## config.mk

```make
export PLATFORM = sky130hd
export DESIGN_NAME = utf8_to_cp1252_decoder
export DESIGN_NICKNAME = d
export VERILOG_FILES = /design/src/design/u2c_pkg.sv /design/src/design/u2c_map.sv /design/src/design/utf8_to_cp1252_decoder.sv
export VERILOG_INCLUDE_DIRS = /design/src /design/src/design
export SDC_FILE = /design/constraint.sdc
export NUM_CORES = 1
export LEC_CHECK = 0
export ABC_AREA = 1
export ABC_CLOCK_PERIOD_IN_PS = 3900
export BUFFER_PORTS_ARGS = -buffer_cell sky130_fd_sc_hd__buf_4
export CAP_MARGIN = 0
export CORE_MARGIN = 10
export CORE_UTILIZATION = 55
export CTS_CLUSTER_SIZE = 16
export DETAILED_ROUTE_END_ITERATION = 10
export PLACE_DENSITY = 0.75
export SYNTH_ARGS = -nofsm -noshare
export SYNTH_HDL_FRONTEND = slang
export SYNTH_SLANG_ARGS = --single-unit
```

## constraint.sdc

```tcl
create_clock -name clk -period 3.9 [get_ports clk]
set_clock_uncertainty 0.15 [all_clocks]
set_input_delay 0.195 -clock clk [delete_from_list [all_inputs] [get_ports clk]]
set_output_delay 0.195 -clock clk [all_outputs]
set_load 0.005 [all_outputs]
```

## src/design/utf8_to_cp1252_decoder_assert.svh

```systemverilog
// Assertion macros shared by the UTF-8 to Windows-1252 decoder RTL.
// Expects clk and rst in the including scope.
`ifndef UTF8_TO_CP1252_DECODER_ASSERT_SVH
`define UTF8_TO_CP1252_DECODER_ASSERT_SVH

// same-cycle implication
`define U2C_ASSERT_NOW(label, ante, cons, msg) \
  label: assert property (@(posedge clk) disable iff (rst) (ante) |-> (cons)) \
    else $error(msg);

// next-cycle implication
`define U2C_ASSERT_NEXT(label, ante, cons, msg) \
  label: assert property (@(posedge clk) disable iff (rst) (ante) |=> (cons)) \
    else $error(msg);

`endif

```

## src/design/u2c_pkg.sv

```systemverilog
// Package for the UTF-8 to Windows-1252 decoder: result type, code point
// widths and the table of Windows-1252 extras. No dependencies.
package u2c_pkg;

  localparam int CP_W      = 21;
  localparam int EXTRA_NUM = 27;

  localparam logic [7:0] QMARK = 8'h3F;

  localparam logic [7:0] LEAD4 = 8'hF0;
  localparam logic [7:0] LEAD3 = 8'hE0;
  localparam logic [7:0] LEAD2 = 8'hC0;

  typedef struct packed {
    logic [7:0] code;
    logic       replaced;
  } u2c_result_t;

  localparam logic [15:0] EXTRA_CP [EXTRA_NUM] = '{
    16'h20AC, 16'h201A, 16'h0192, 16'h201E, 16'h2026, 16'h2020, 16'h2021,
    16'h02C6, 16'h2030, 16'h0160, 16'h2039, 16'h0152, 16'h017D, 16'h2018,
    16'h2019, 16'h201C, 16'h201D, 16'h2022, 16'h2013, 16'h2014, 16'h02DC,
    16'h2122, 16'h0161, 16'h203A, 16'h0153, 16'h017E, 16'h0178
  };

  localparam logic [7:0] EXTRA_CODE [EXTRA_NUM] = '{
    8'h80, 8'h82, 8'h83, 8'h84, 8'h85, 8'h86, 8'h87,
    8'h88, 8'h89, 8'h8A, 8'h8B, 8'h8C, 8'h8E, 8'h91,
    8'h92, 8'h93, 8'h94, 8'h95, 8'h96, 8'h97, 8'h98,
    8'h99, 8'h9A, 8'h9B, 8'h9C, 8'h9E, 8'h9F
  };

endpackage

```

## src/design/u2c_map.sv

```systemverilog
// Code point to Windows-1252 mapper: Latin-1 pass-through outside 0x80-0x9F, the 27 extras,
// '?' for the rest. Depends on u2c_pkg.
module u2c_map import u2c_pkg::*; (
  input  logic [CP_W-1:0] cp,
  output u2c_result_t     res
);

  logic       hit;
  logic [7:0] hit_code;

  always_comb begin
    hit      = 1'b0;
    hit_code = QMARK;
    for (int k = 0; k < EXTRA_NUM; k++) begin
      if (cp == {{(CP_W-16){1'b0}}, EXTRA_CP[k]}) begin
        hit      = 1'b1;
        hit_code = EXTRA_CODE[k];
      end
    end
  end

  always_comb begin
    if (cp[CP_W-1:8] == '0 && !(cp[7:5] == 3'b100)) begin
      res.code     = cp[7:0];
      res.replaced = 1'b0;
    end else if (hit) begin
      res.code     = hit_code;
      res.replaced = 1'b0;
    end else begin
      res.code     = QMARK;
      res.replaced = 1'b1;
    end
  end

endmodule

```

## src/design/utf8_to_cp1252_decoder.sv

```systemverilog
// UTF-8 to Windows-1252 decoder. Takes one byte per cycle on the s_ side when
// s_tready is high and gives at most one item per byte on the m_ side, from the
// input register through the sequence state and mapper into the result register;
// a full stream runs at one byte per clock unless m_tready stalls the output.
// Multi-byte sequences emit on their final byte; a byte with s_tlast ends the
// string and resets the sequence state, giving '?' if it cut a sequence short.
// Depends on u2c_pkg, u2c_map and utf8_to_cp1252_decoder_assert.svh.
module utf8_to_cp1252_decoder import u2c_pkg::*; (
  input  logic       clk,
  input  logic       rst,
  input  logic       s_tvalid,
  output logic       s_tready,
  input  logic [7:0] s_tdata,   // [7:0] in_byte
  input  logic       s_tlast,   // in_last
  output logic       m_tvalid,
  input  logic       m_tready,
  output logic [7:0] m_tdata,   // [7:0] out_byte
  output logic       m_tuser,   // out_replaced
  output logic       m_tlast    // out_last
);

`include "utf8_to_cp1252_decoder_assert.svh"

  // input register
  logic       s1_valid;
  logic [7:0] s1_byte;
  logic       s1_last;

  // sequence state
  logic [1:0]      pending;
  logic [1:0]      pending_next;
  logic [CP_W-1:0] accum;
  logic [CP_W-1:0] accum_next;

  logic            done;
  logic            produce;
  logic            advance;
  logic [CP_W-1:0] cp;
  u2c_result_t     mapped;

  always_comb begin
    done         = 1'b0;
    cp           = {{(CP_W-8){1'b0}}, s1_byte};
    pending_next = pending;
    accum_next   = accum;
    if (pending == 2'd0) begin
      if (s1_byte >= LEAD4) begin
        accum_next   = {{(CP_W-3){1'b0}}, s1_byte[2:0]};
        pending_next = 2'd3;
      end else if (s1_byte >= LEAD3) begin
        accum_next   = {{(CP_W-4){1'b0}}, s1_byte[3:0]};
        pending_next = 2'd2;
      end else if (s1_byte >= LEAD2) begin
        accum_next   = {{(CP_W-5){1'b0}}, s1_byte[4:0]};
        pending_next = 2'd1;
      end else begin
        done = 1'b1;
      end
    end else begin
      accum_next   = {accum[CP_W-7:0], s1_byte[5:0]};
      pending_next = pending - 2'd1;
      cp           = accum_next;
      done         = (pending_next == 2'd0);
    end
    produce = done || s1_last;
    if (produce) begin
      pending_next = 2'd0;
      accum_next   = '0;
    end
  end

  u2c_map u_map (
    .cp  (cp),
    .res (mapped)
  );

  assign advance  = s1_valid && (!produce || !m_tvalid || m_tready);
  assign s_tready = !s1_valid || advance;

  always_ff @(posedge clk) begin
    if (rst) begin
      s1_valid <= 1'b0;
    end else if (s_tready) begin
      s1_valid <= s_tvalid;
    end
  end

  always_ff @(posedge clk) begin
    if (s_tready) begin
      s1_byte <= s_tdata;
      s1_last <= s_tlast;
    end
  end

  always_ff @(posedge clk) begin
    if (rst) begin
      pending <= 2'd0;
      accum   <= '0;
    end else if (advance) begin
      pending <= pending_next;
      accum   <= accum_next;
    end
  end

  always_ff @(posedge clk) begin
    if (rst) begin
      m_tvalid <= 1'b0;
    end else if (advance && produce) begin
      m_tvalid <= 1'b1;
    end else if (m_tready) begin
      m_tvalid <= 1'b0;
    end
  end

  always_ff @(posedge clk) begin
    if (advance && produce) begin
      m_tdata <= done ? mapped.code : QMARK;
      m_tuser <= done ? mapped.replaced : 1'b1;
      m_tlast <= s1_last;
    end
  end

  `U2C_ASSERT_NEXT(a_last_clears, advance && s1_last, pending == 2'd0 && accum == '0,
                   "state not cleared after end of string")
  `U2C_ASSERT_NOW(a_repl_qmark, m_tvalid && m_tuser, m_tdata == QMARK, "replaced item is not '?'")
  `U2C_ASSERT_NOW(a_accum_four, pending == 2'd3, accum[CP_W-1:3] == '0,
                  "accumulator too wide after 4-byte lead")
  `U2C_ASSERT_NOW(a_accum_last, pending == 2'd1, accum[CP_W-1:15] == '0,
                  "accumulator too wide before final byte")

endmodule

```

# Word-level counts from Yosys, hierarchy flattened
# Index checks and enable logic that the tools add are counted.
dict set report word_totals {
  regBits 38
  latch_bits 0
  mem_bits_rw 0
  rom_bits 0
  input_bits 13
  out_inout_bits 12
  elab_cells 131
  mem_count 0
}
dict set report classes {
  add_sub_neg 1
  mul 0
  div 0
  order_cmp 3
  n_eq_ne 29
  n_shift 0
  n_mux 73
  bitwise 0
  reduce_logical 16
}
# cell count
set ops {}
lappend ops {{$eq 21x14->1 const B} 17}
lappend ops {{$mux 8} 27}
lappend ops {{$eq 21x9->1 const B} 8}
lappend ops {{$mux 15} 5}
lappend ops {{$eq 21x10->1 const B} 2}
lappend ops {{$mux 1} 33}
lappend ops {{$ge 8x8->1 const B} 3}
lappend ops {{$mux 21} 1}
lappend ops {{$mux 9} 2}
lappend ops {{$logic_not 13->1} 1}
lappend ops {{$mux 2} 5}
lappend ops {{$ne 5x2->1 const B} 1}
lappend ops {{$logic_not 1->1} 4}
lappend ops {{$logic_not 2->1} 2}
lappend ops {{$logic_or 1x1->1} 4}
lappend ops {{$eq 3x3->1 const B} 1}
lappend ops {{$logic_and 1x1->1} 3}
lappend ops {{$reduce_and 2->1} 1}
lappend ops {{$reduce_bool 2->1} 1}
lappend ops {{$sub 2x1->2 const B} 1}

# Depth between registers and ports, before layout
# Gate-level depths: netlist of the first run.
dict set report logic_depth {
  depth_word 32
  depth_mapped 17
  ltp_nobuf 16
}

# Modules after synthesis
# From an unflattened synthesis of the first run, not the netlist that was laid out.
dict set report hier_totals {
  hier_cells 354
  area_unflattened_um2 2527.4
}
# mod instances cells_per_inst area_each_um2 seq_area_each_um2
set modules_own_cells {}
lappend modules_own_cells {utf8_to_cp1252_decoder 1 179 1579.0 950.9}
lappend modules_own_cells {u2c_map 1 175 948.4 0.0}

# Worst setup path before layout of the first run
# Ideal clock, no wire load.
dict set report synth_path {
  path_kind {register -> register}
  startpoint {reg pending[0]}
  endpoint {reg m_tdata[7], data pin}
  setup_time_ns 0.254
  arrival_time_ns 1.690
  required_ns 3.496
  path_slack_ns 1.806
  path_stages_with_launch 16
  n_path_buf 1
  synth_period_minus_slack_ns 2.094
  path_cell_list {dfxtp_1 -> nor2_2 -> buf_6 -> nand2_2 -> o21ai_4 -> nor2_4 -> nand2_4 -> inv_1 -> nand3_1 -> o31ai_1 -> nor3_2 -> nand4_1 -> nand2_1 -> nand2_1 -> inv_2 -> nor2_2}
}
dict set report synth_via {
  elab_chain_len 32
  elab_cells_between_ends 92
  classes_between {1 x add/sub; 28 x eq/ne; 58 x mux; 5 x reduce/logical}
}
# item line_no
set synth_lines {}
lappend synth_lines {{start: declaration} utf8_to_cp1252_decoder.sv:30} ;# logic [1:0] pending;
lappend synth_lines {{start signal: assignment} utf8_to_cp1252_decoder.sv:100} ;# pending <= pending_next;
lappend synth_lines {{$logic_not 2->1} utf8_to_cp1252_decoder.sv:46} ;# if (pending == 2'd0) begin
lappend synth_lines {{$mux 21} utf8_to_cp1252_decoder.sv:46}
lappend synth_lines {{$eq 21x14->1} u2c_map.sv:15} ;# if (cp == {{(CP_W-16){1'b0}}, EXTRA_CP[k]}) begin
lappend synth_lines {{$mux 8 / $mux 1 (equally long branches) (27 in series)} u2c_map.sv:15}
lappend synth_lines {{$mux 9} u2c_map.sv:26} ;# end else if (hit) begin
lappend synth_lines {{$mux 9} u2c_map.sv:23} ;# if (cp[CP_W-1:8] == '0 && !(cp[7:5] == 3'b100)) begin
lappend synth_lines {{end signal: assignment} utf8_to_cp1252_decoder.sv:117} ;# m_tdata <= done ? mapped.code : QMARK;
lappend synth_lines {{end: declaration} utf8_to_cp1252_decoder.sv:17} ;# output logic [7:0] m_tdata,
# Several ways; a longest one is shown, not always the timed one.
# A chain may end at the register's enable or synchronous reset.

# Final worst setup path of the first run
dict set report layout_path {
  startpoint {reg pending[0]}
  endpoint {reg m_tdata[5], data pin}
}
# The elaborated chain is that of the path after synthesis.

==> out/summary.txt, run 1 <==
Post-layout min period = 2.88 ns
Synth top cells by count = 69 x nand2_1, 47 x nor2_1, 44 x inv_1, 34 x nand3_1, 23 x a21oi_1
Worst slew pin tran = 0.945 ns
Worst path cell trace = nor2_2, o21ai_2, nor2_4, nand2_1, nor3_1, a21oi_1, nand3_1, nor2_1, nand3_1, nand2_1, nand2_1, o21ai_0
Synth top area cells = edfxtp_1 23%, dfxtp_1 15%, nand2_1 10%, nor2_1 7.1%, nand3_1 6.9%
Most used cell along the critical path = nand2_1
Top-count cell post-synth = nand2_1
Clock-pin slew on the worst setup and hold paths = 0.08 ns
Layout Nets = 390
# fillers = 389
CP Class = reg -> reg
Total global-route track usage = 0.185
GPL Wtd Cong = 1.04
Final Util = 0.658
Total Routed Length = 6950 µm
CP max stage delay = 0.61 ns
DR WL/cell = 16.1 µm
Synthesized area = 0.00248 mm²
Crit-path leading delay family = simple AND/OR/NAND/NOR gates
Dpl ws = 1.06 ns
CTS Buffer Depth = 2
Via count = 2,510
Synth Register Bits = 38
Max-Cap Viols = 0
Vias in the first global route = 2,443
Cell Rows = 24
Mean Syn Cell Area = 7.22 µm²
Area delta synth->final = 15.7%
Hold Buf Count CTS = 9
Post-CTS sizing = 0
Core area = 0.00435 mm²
F_max = 0.348 GHz
Critical Path Stages = 12
Hold path depth = 3
Number of DRC markers in iteration 0 = 287
Worst setup EP type = flop
Die Width = 87.1 µm
Synth async-reset ratio = 0
Routed vias/inst = 5.82
Pin count of the biggest net entering global routing = 19
Number of synthesized flops with an enable pin = 19
# Post-CTS Setup Buffers = 0
Most area-hungry cell type in the Yosys netlist = edfxtp_1
Crit start category = flop
Largest fanout on the critical path = 12
H-tree depth = 2
Tcrit/Tclk final = 0.737
Mapped Nets = 356
Synth warn = 0
Worst Path Required = 3.79 ns
Io pins = 25
TritonCTS Sinks = 38
Synth top area share = 0.230
Final Setup Violations = 0
Share of layout cells above drive strength 1 = 0.169
# DRC = 0
LEAKAGE = 1.20 nW
Remaining Overflow, GRT = 0
Multi-input gate area = 0.00130 mm²
Unrepaired setup endpoints after global routing = no
First-pass GRT wire length = 11,400 µm
Post-DP HPWL = 5420 µm
FF-to-FF path depth = 12
Initial antenna violation count = 0
Layout Cells excl Fill = 431
Final WS setup = 1.02 ns
DRT antenna net count = 0
Root buffer cell = clkbuf_8
Die H = 87.1 µm
Total negative setup slack = 0 ns
Pre-antenna DRT Iters = 5
Mapped Cells = 343
PwrDens = 284 mW/mm²
Worst EP arrival = 2.77 ns
Final Hold Fails = 0
Hold Path Class = in -> reg
Buffers & Inverters on Critical Path = 0
Clk Latency, worst-skew pair = 0.29 ns
Final Max Slew Viols = 0
Die area = 0.00759 mm²
Most used DFF post-synth = edfxtp_1
Register area = 951 µm²
IO buf count = 24
Max_slew headroom = 0.367
Synth unique cells = 42
Max VDD drop = 0.000194 V
Status = complete, no violations
CTS Buf Count = 5
Cells after DPL = 413
TritonCTS clock tree = done
Slowest CP cell = nor2_2
Sequential area share after synthesis = 0.384
Initial Util = 0.569
[report_power, final]
| part | total, mW | switching [mW] | internal, mW | leakage (nW) |
|---|---|---|---|---|
| registers | 0.449 | 0.0126 | 0.436 | 0.341 |
| logic | 0.103 | 0.0655 | 0.0375 | 0.814 |
| clock network | 0.264 | 0.141 | 0.122 | 0.0416 |
| total | 0.815 | 0.219 | 0.596 | 1.20 |
[path summary, 6_finish.rpt]
| path | start | endpoint | slack (ns) |
|---|---|---|---|
| min reg2reg | accum[14]$_SDFFE_PP0P_ | accum[14]$_SDFFE_PP0P_ | 0.32 |
| max reg2reg | pending[0]$_SDFFE_PP0P_ | m_tdata[5]$_SDFFCE_PN1P_ | 1.02 |
| max | pending[0]$_SDFFE_PP0P_ | m_tdata[5]$_SDFFCE_PN1P_ | 1.02 |
| min | s_tvalid | s1_valid$_SDFFE_PP0P_ | 0.008 |
[flip-flops by register name (all words and copies together) (netlist names)]
register / count
m_tvalid: 1
s1_last: 1
s1_byte: 8
pending: 2
s1_valid: 1
accum: 15
m_tuser: 1
m_tlast: 1
m_tdata: 8
[layout make-up]
type                       count  area share
multi-input combinational    248       0.453
sequential                    38       0.332
timing repair buffer          33      0.0943
inverter                      51      0.0677
clock buffer                   5      0.0240
tap                           52      0.0227
clock inverter                 3     0.00567
antenna                        1    0.000873
[cell usage in the layout (no fill, tap or decap), types with 3 or more instances in the layout]
cell / count
nor2_2: 5
inv_2: 5
nor2_1: 47
nor2_4: 3
buf_4: 24
inv_1: 44
nand2_2: 4
dfxtp_1: 19
o21ai_0: 6
a21oi_1: 23
o211ai_1: 4
nand4_1: 8
nand3_1: 34
nand2_1: 69
clkbuf_8: 5
edfxtp_1: 19
dlygate4sd3_1: 9
nor3_1: 16
nor3_2: 3
[cells by family after synthesis]
| logic type | Yosys count | share of synthesized area |
|---|---|---|
| and+or+nand+nor | 198 | 0.390 |
| DFF | 38 | 0.384 |
| AOI/OAI and AO/OA | 50 | 0.134 |
| buffers and inverters | 57 | 0.0919 |
[worst reg2reg max path, cell delays in order (launching register included)]
cell and delay (ns):
dfxtp_1 0.34, nor2_2 0.61, o21ai_2 0.23, nor2_4 0.22, nand2_1 0.11, nor3_1 0.32, a21oi_1 0.18, nand3_1 0.11
nor2_1 0.05, nand3_1 0.07, nand2_1 0.05, nand2_1 0.11, o21ai_0 0.08
[routing by layer]
layer / vias up / global-route usage / share of wire
met5: - / 0 / 0
met4: 0 / 0.107 / 0.039
met3: 30 / 0.0346 / 0.058
met2: 123 / 0.300 / 0.49
met1: 1147 / 0.223 / 0.41
li1: 1210 / - / -
[through the flow]
| stage | hold WS (ns) | area [µm²] | power (mW) |
|---|---|---|---|
| 2_1_floorplan | 0.144 | 2480 | 0.513 |
| 3_3_place_gp | 0.223 | 2690 | 0.550 |
| 3_5_place_dp | 0.225 | 2690 | 0.552 |
| 4_1_cts | 0.00991 | 2860 | 0.817 |
| 5_1_grt | 0.0209 | 2860 | 0.842 |
| 6_report | 0.00791 | 2870 | 0.815 |
Power figures use the tool's default switching activity.
==> run 2: changes to the inputs <==
ABC_CLOCK_PERIOD_IN_PS = 2800   (was 3900)
clock period = 2.8 ns   (was 3.9 ns; I/O delays follow)
==> out/summary.txt, run 2 (synthesis gave the netlist of run 1 again) <==
Pwr Total = 1.33 mW (+63%)
FF-to-FF path depth = 10 (-2)
Die area = 0.00759 mm² (unchanged)
WHS = 0.0294 ns (+0.0215 ns)
# DRC = 0 (unchanged)
R2r setup slk = 0.25 ns (-0.77 ns)
Worst setup EP type = flop
Share of layout cells above drive strength 1 = 0.184 (+0.0146)
Initial antenna violation count = 1 (+1)
Final WS setup = 0.251 ns (-0.774 ns)
Root buffer cell = clkbuf_8
Final Hold Fails = 0 (unchanged)
Hold Path Class = in -> reg
CTS Buffer Depth = 2 (unchanged)
Max VDD drop = 0.000453 V (+130%)
Biggest register = accum
LEAKAGE = 1.26 nW (+5.4%)
Initial Util = 0.569 (unchanged)
DRT antenna net count = 0 (unchanged)
Max-Cap Viols = 0 (unchanged)
H-tree depth = 2 (unchanged)
Pre-antenna DRT Iters = 6 (+1)
Commonest non-fill, non-tap cell in the layout = nand2_1
Status = complete, no violations
Critical Path End = m_tdata[4]$_SDFFCE_PN1P_
F_max = 0.392 GHz (+13%)
Multi-input gate area = 0.00130 mm² (+0.38%)
Cell Rows = 24 (unchanged)
Pin count of the biggest net entering global routing = 19 (unchanged)
Crit-path leading delay family = simple AND/OR/NAND/NOR gates
Final Util = 0.687 (+0.0287)
Worst Setup SP = pending[0]$_SDFFE_PP0P_
Most frequent cells in the layout = 69 x nand2_1, 47 x nor2_1, 44 x inv_1
Core area = 0.00435 mm² (unchanged)
Clk Latency, worst-skew pair = 0.29 ns (about the same)
Number of DRC markers in iteration 0 = 303 (+5.6%)
CP Class = reg -> reg
Largest register FFs = 15 (unchanged)
IO buf count = 24 (unchanged)
Total global-route track usage = 0.190 (+0.00495)
Max_slew headroom = 0.423 (+0.0553)
# Post-CTS Setup Buffers = 0 (unchanged)
Hold path depth = 4 (+1)
Reg2Reg Launch Point = pending[0]$_SDFFE_PP0P_
R2r endpoint = m_tdata[4]$_SDFFCE_PN1P_
Crit start category = flop
Critical Path Stages = 10 (-2)
TritonCTS clock tree = done
Final Setup Violations = 0 (unchanged)
Die Width = 87.1 µm (unchanged)
Final Max Slew Viols = 0 (unchanged)
Total negative setup slack = 0 ns (unchanged)
Area delta synth->final = 20.8%
Largest fanout on the critical path = 7 (-5)
Worst EP arrival = 2.45 ns (-0.32 ns)
Worst slew pin tran = 0.863 ns (-0.0827 ns)
Clock-pin slew on the worst setup and hold paths = 0.08 ns (about the same)
DR WL/cell = 16.1 µm (-0.14%)
Layout Nets = 398 (+2.1%)
Register area = 951 µm² (unchanged)
Unrepaired setup endpoints after global routing = no
Io pins = 25 (unchanged)
Die H = 87.1 µm (unchanged)
Slowest CP cell = dfxtp_1
Total Routed Length = 7070 µm (+1.7%)
GPL Wtd Cong = 1.04 (-0.33%)
CP max stage delay = 0.33 ns (-0.28 ns)
# fillers = 335 (-14%)
TritonCTS Sinks = 38 (unchanged)
Tcrit/Tclk final = 0.910 (+0.173)
Buffers & Inverters on Critical Path = 3 (+3)
Post-DP HPWL = 5250 µm (-3.0%)
PwrDens = 445 mW/mm² (+57%)
CTS Buf Count = 5 (unchanged)
First-pass GRT wire length = 11,400 µm (-0.24%)
Worst Path Required = 2.70 ns (-1.09 ns)
Via count = 2,580 (+2.8%)
Vias in the first global route = 2,452 (+0.37%)
Remaining Overflow, GRT = 0 (unchanged)
Worst path cell trace = nor2_2, buf_4, a21oi_4, nor2_8, inv_2, nor3_1, o21ai_0, inv_1, nand2_1, o21a_1
Post-layout min period = 2.55 ns (-0.326 ns)
Biggest regs = accum: 15 flops, m_tdata: 8 flops, s1_byte: 8 flops
Routed vias/inst = 5.88 (+0.92%)
Dpl ws = 0.309 ns (-0.750 ns)
[run 2: timing repair]
item                                    4_1_cts  5_1_grt
endpoints found under the setup margin        0        1
resized for setup                             0        1
endpoints found under the hold margin        12        0
hold buffers                                 12        0
[run 2: worst min-delay path by stage]
stage                                  endpoint  startpoint
final                     m_tvalid$_SDFFE_PP0P_    m_tready
after global routing      m_tvalid$_SDFFE_PP0P_    m_tready
after CTS                 m_tvalid$_SDFFE_PP0P_    m_tready
after detailed placement   s1_byte[7]$_DFFE_PP_  s_tdata[7]
after global placement        s1_last$_DFFE_PP_     s_tlast
after floorplan            s1_byte[0]$_DFFE_PP_  s_tdata[0]
[run 2: area by class of cell]
type	instances	area share
inverter	51	0.0648
timing repair buffer	41	0.113
clock buffer	5	0.0230
multi-input combinational	248	0.436
sequential	38	0.318
antenna	1	0.000836
clock inverter	3	0.0230
tap	52	0.0217
[run 2: metal layers]
| layer | track usage | vias to the layer above | routed length, µm |
|---|---|---|---|
| met3 | 0.0506 | 34 | 541 |
| met4 | 0.129 | 0 | 411 |
| li1 | - | 1232 | - |
| met1 | 0.213 | 1176 | 2740 |
| met2 | 0.308 | 138 | 3370 |
| met5 | 0 | - | 0 |
[run 2: tightest hold or removal path, cell delays in order]
cell	delay [ns]
buf_4	0.08
nor2_1	0.06
nor2_1	0.11
nor2_1	0.04
[run 2: stage by stage]
stage | instances | cell area, µm²
final | 439 | 2990
after CTS | 438 | 2980
after detailed placement | 418 | 2730
after global routing | 439 | 2990
after global placement | 418 | 2730
after floorplan | 343 | 2480
[run 2: power breakdown]
group	total, mW	internal, mW	switching [mW]
sequential	0.624	0.607	0.0171
clock	0.557	0.357	0.200
combinational	0.152	0.0591	0.0926
==> run 3: changes to the inputs <==
--- a/config.mk
+++ b/config.mk
@@ -11,5 +11,5 @@
 export BUFFER_PORTS_ARGS = -buffer_cell sky130_fd_sc_hd__buf_4
 export CAP_MARGIN = 0
-export CORE_MARGIN = 10
+export CORE_MARGIN = 1
 export CORE_UTILIZATION = 55
 export CTS_CLUSTER_SIZE = 16
==> constraint.sdc (replaced) <==
create_clock -name clk -period 2.8 [get_ports clk]
set_clock_uncertainty 0.15 [all_clocks]
set_input_delay 0.56 -clock clk [delete_from_list [all_inputs] [get_ports clk]]
set_output_delay 0.56 -clock clk [all_outputs]
set_load 0.005 [all_outputs]
==> out/summary.txt, run 3 (synthesis gave the netlist of run 1 again) <==
Hold Startpoint = s_tdata[3]
Worst setup EP type = flop
Commonest non-fill, non-tap cell in the layout = nand2_1
Area delta synth->final = 14.9%
Hold Path Class = in -> reg
Layout Cells excl Fill = 427 (-2.7%)
Post-CTS sizing = 0 (unchanged)
Worst slew pin tran = 0.916 ns (+0.0537 ns)
Initial antenna violation count = 0 (-1)
Biggest regs = accum: 15 flops, m_tdata: 8 flops, s1_byte: 8 flops
First-pass GRT wire length = 10,900 µm (-4.1%)
Layout Nets = 387 (-2.8%)
Largest fanout on the critical path = 7 (unchanged)
Worst Setup SP = pending[0]$_SDFFE_PP0P_
GPL Wtd Cong = 1.03 (-0.73%)
Max VDD drop = 0.000386 V (-15%)
Vias in the first global route = 2,339 (-4.6%)
Clk Latency, worst-skew pair = 0.29 ns (about the same)
Tcrit/Tclk final = 0.931 (+0.0203)
Routed vias/inst = 5.87 (-0.18%)
Max_slew headroom = 0.387 (-0.0359)
Biggest register = accum
Core area = 0.00435 mm² (unchanged)
Largest register FFs = 15 (unchanged)
Cell Rows = 24 (unchanged)
Cells after DPL = 419 (+0.24%)
Remaining Overflow, GRT = 0 (unchanged)
CTS Buf Count = 5 (unchanged)
Total global-route track usage = 0.292 (+0.102)
Hold Buf Count CTS = 0 (-12)
Worst path cell trace = nor2_2, buf_4, a21oi_4, nor3_1, nand4_1, nand2_1, clkinv_1, nand4_1, nor2_1, nand4_1, a21oi_1
Die H = 69.1 µm (-21%)
Final Max Slew Viols = 0 (unchanged)
TritonCTS clock tree = done
DR WL/cell = 15.8 µm (-1.9%)
Crit start category = flop
H-tree depth = 2 (unchanged)
Total Routed Length = 6740 µm (-4.6%)
Final WS setup = 0.194 ns (-0.0568 ns)
Root buffer cell = clkbuf_8
Die area = 0.00478 mm² (-37%)
Status = complete, no violations
Unrepaired setup endpoints after global routing = no
Via count = 2,505 (-2.9%)
Number of DRC markers in iteration 0 = 362 (+19%)
Total negative setup slack = 0 ns (unchanged)
CP Class = reg -> reg
CTS Buffer Depth = 2 (unchanged)
TritonCTS Sinks = 38 (unchanged)
Reg2Reg Launch Point = pending[0]$_SDFFE_PP0P_
Dpl ws = 0.286 ns (-0.0231 ns)
Initial Util = 0.569 (unchanged)
GR peak layer = met2
Die Width = 69.1 µm (-21%)
Post-layout min period = 2.61 ns (+0.0568 ns)
Slowest CP cell = nor3_1
Pwr Total = 1.23 mW (-7.6%)
Number of diodes = 0 (-1)
Post-DP HPWL = 5210 µm (-0.86%)
Share of layout cells above drive strength 1 = 0.189 (+0.00540)
DRT antenna net count = 0 (unchanged)
Worst EP arrival = 2.51 ns (+0.06 ns)
Clock-pin slew on the worst setup and hold paths = 0.08 ns (about the same)
Final Setup Violations = 0 (unchanged)
Pre-antenna DRT Iters = 5 (-1)
F_max = 0.384 GHz (-2.2%)
Max-Cap Viols = 0 (unchanged)
# DRC = 0 (unchanged)
Most used cell along the critical path = nand4_1
CP max stage delay = 0.50 ns (+0.17 ns)
GR Util met1 = 0.352 (+0.139)
Most frequent cells in the layout = 69 x nand2_1, 47 x nor2_1, 44 x inv_1
Io pins = 25 (unchanged)
Met2 Usage GRT = 0.480 (+0.172)
IO buf count = 24 (unchanged)
LEAKAGE = 1.19 nW (-5.2%)
PwrDens = 432 mW/mm² (-2.9%)
# Post-CTS Setup Buffers = 0 (unchanged)
Pin count of the biggest net entering global routing = 19 (unchanged)
Worst Path Required = 2.70 ns (about the same)
Met3 Resource Use GR = 0.0570 (+0.00646)
Final Hold Fails = 0 (unchanged)
## run 3: changes by cell type in the layout (fill, tap and decap cells not counted), sizes merged
cell and delta:
buf +1, diode -1, clkinv -1, dlygate4sd3 -12
clkinvlp +2, bufinv -1
## run 3: through the flow
| stage | utilization | cell area, µm² | hold slack (ns) |
|---|---|---|---|
| 6_report | 0.654 | 2850 | 0.286 |
| 5_1_grt | 0.654 | 2850 | 0.271 |
| 4_1_cts | 0.654 | 2850 | 0.278 |
| 3_5_place_dp | 0.628 | 2730 | 0.299 |
| 3_3_place_gp | 0.628 | 2730 | 0.297 |
| 2_1_floorplan | - | 2480 | 0.285 |
## run 3: worst paths after layout
check	end	slack, ns	depth (start not counted)
min	s1_byte[3]$_DFFE_PP_	0.29	1
max reg2reg	m_tdata[0]$_SDFFCE_PN1P_	0.19	11
max	m_tdata[0]$_SDFFCE_PN1P_	0.19	11
min reg2reg	accum[13]$_SDFFE_PP0P_	0.31	2
## run 3: report_power, final
group	switching, mW	internal (mW)	total, mW
sequential	0.0159	0.607	0.623
clock	0.204	0.265	0.468
combinational	0.0915	0.0488	0.140
total	0.311	0.921	1.23
## run 3: layout make-up
cell class	instances	area (µm²)
fill	371	1510
multi-input combinational	248	1300
sequential	38	951
timing repair buffer	30	225
inverter	51	194
clock buffer	5	68.8
tap	52	65.1
clock inverter	3	45.0
## run 3: layer usage
metal | part of all wire | vias up
met5 | 0 | -
met4 | 0.061 | 0
met3 | 0.070 | 43
met2 | 0.47 | 140
met1 | 0.40 | 1117
li1 | - | 1205
## run 3: critical path: cells and delay by family (launching register included)
kind                   cells  cell delay (ns)
AO/OA/AOI/OAI              2             0.15
buffers and inverters      2             0.32
flip-flops                 1             0.34
AND/OR/NAND/NOR            7             1.40
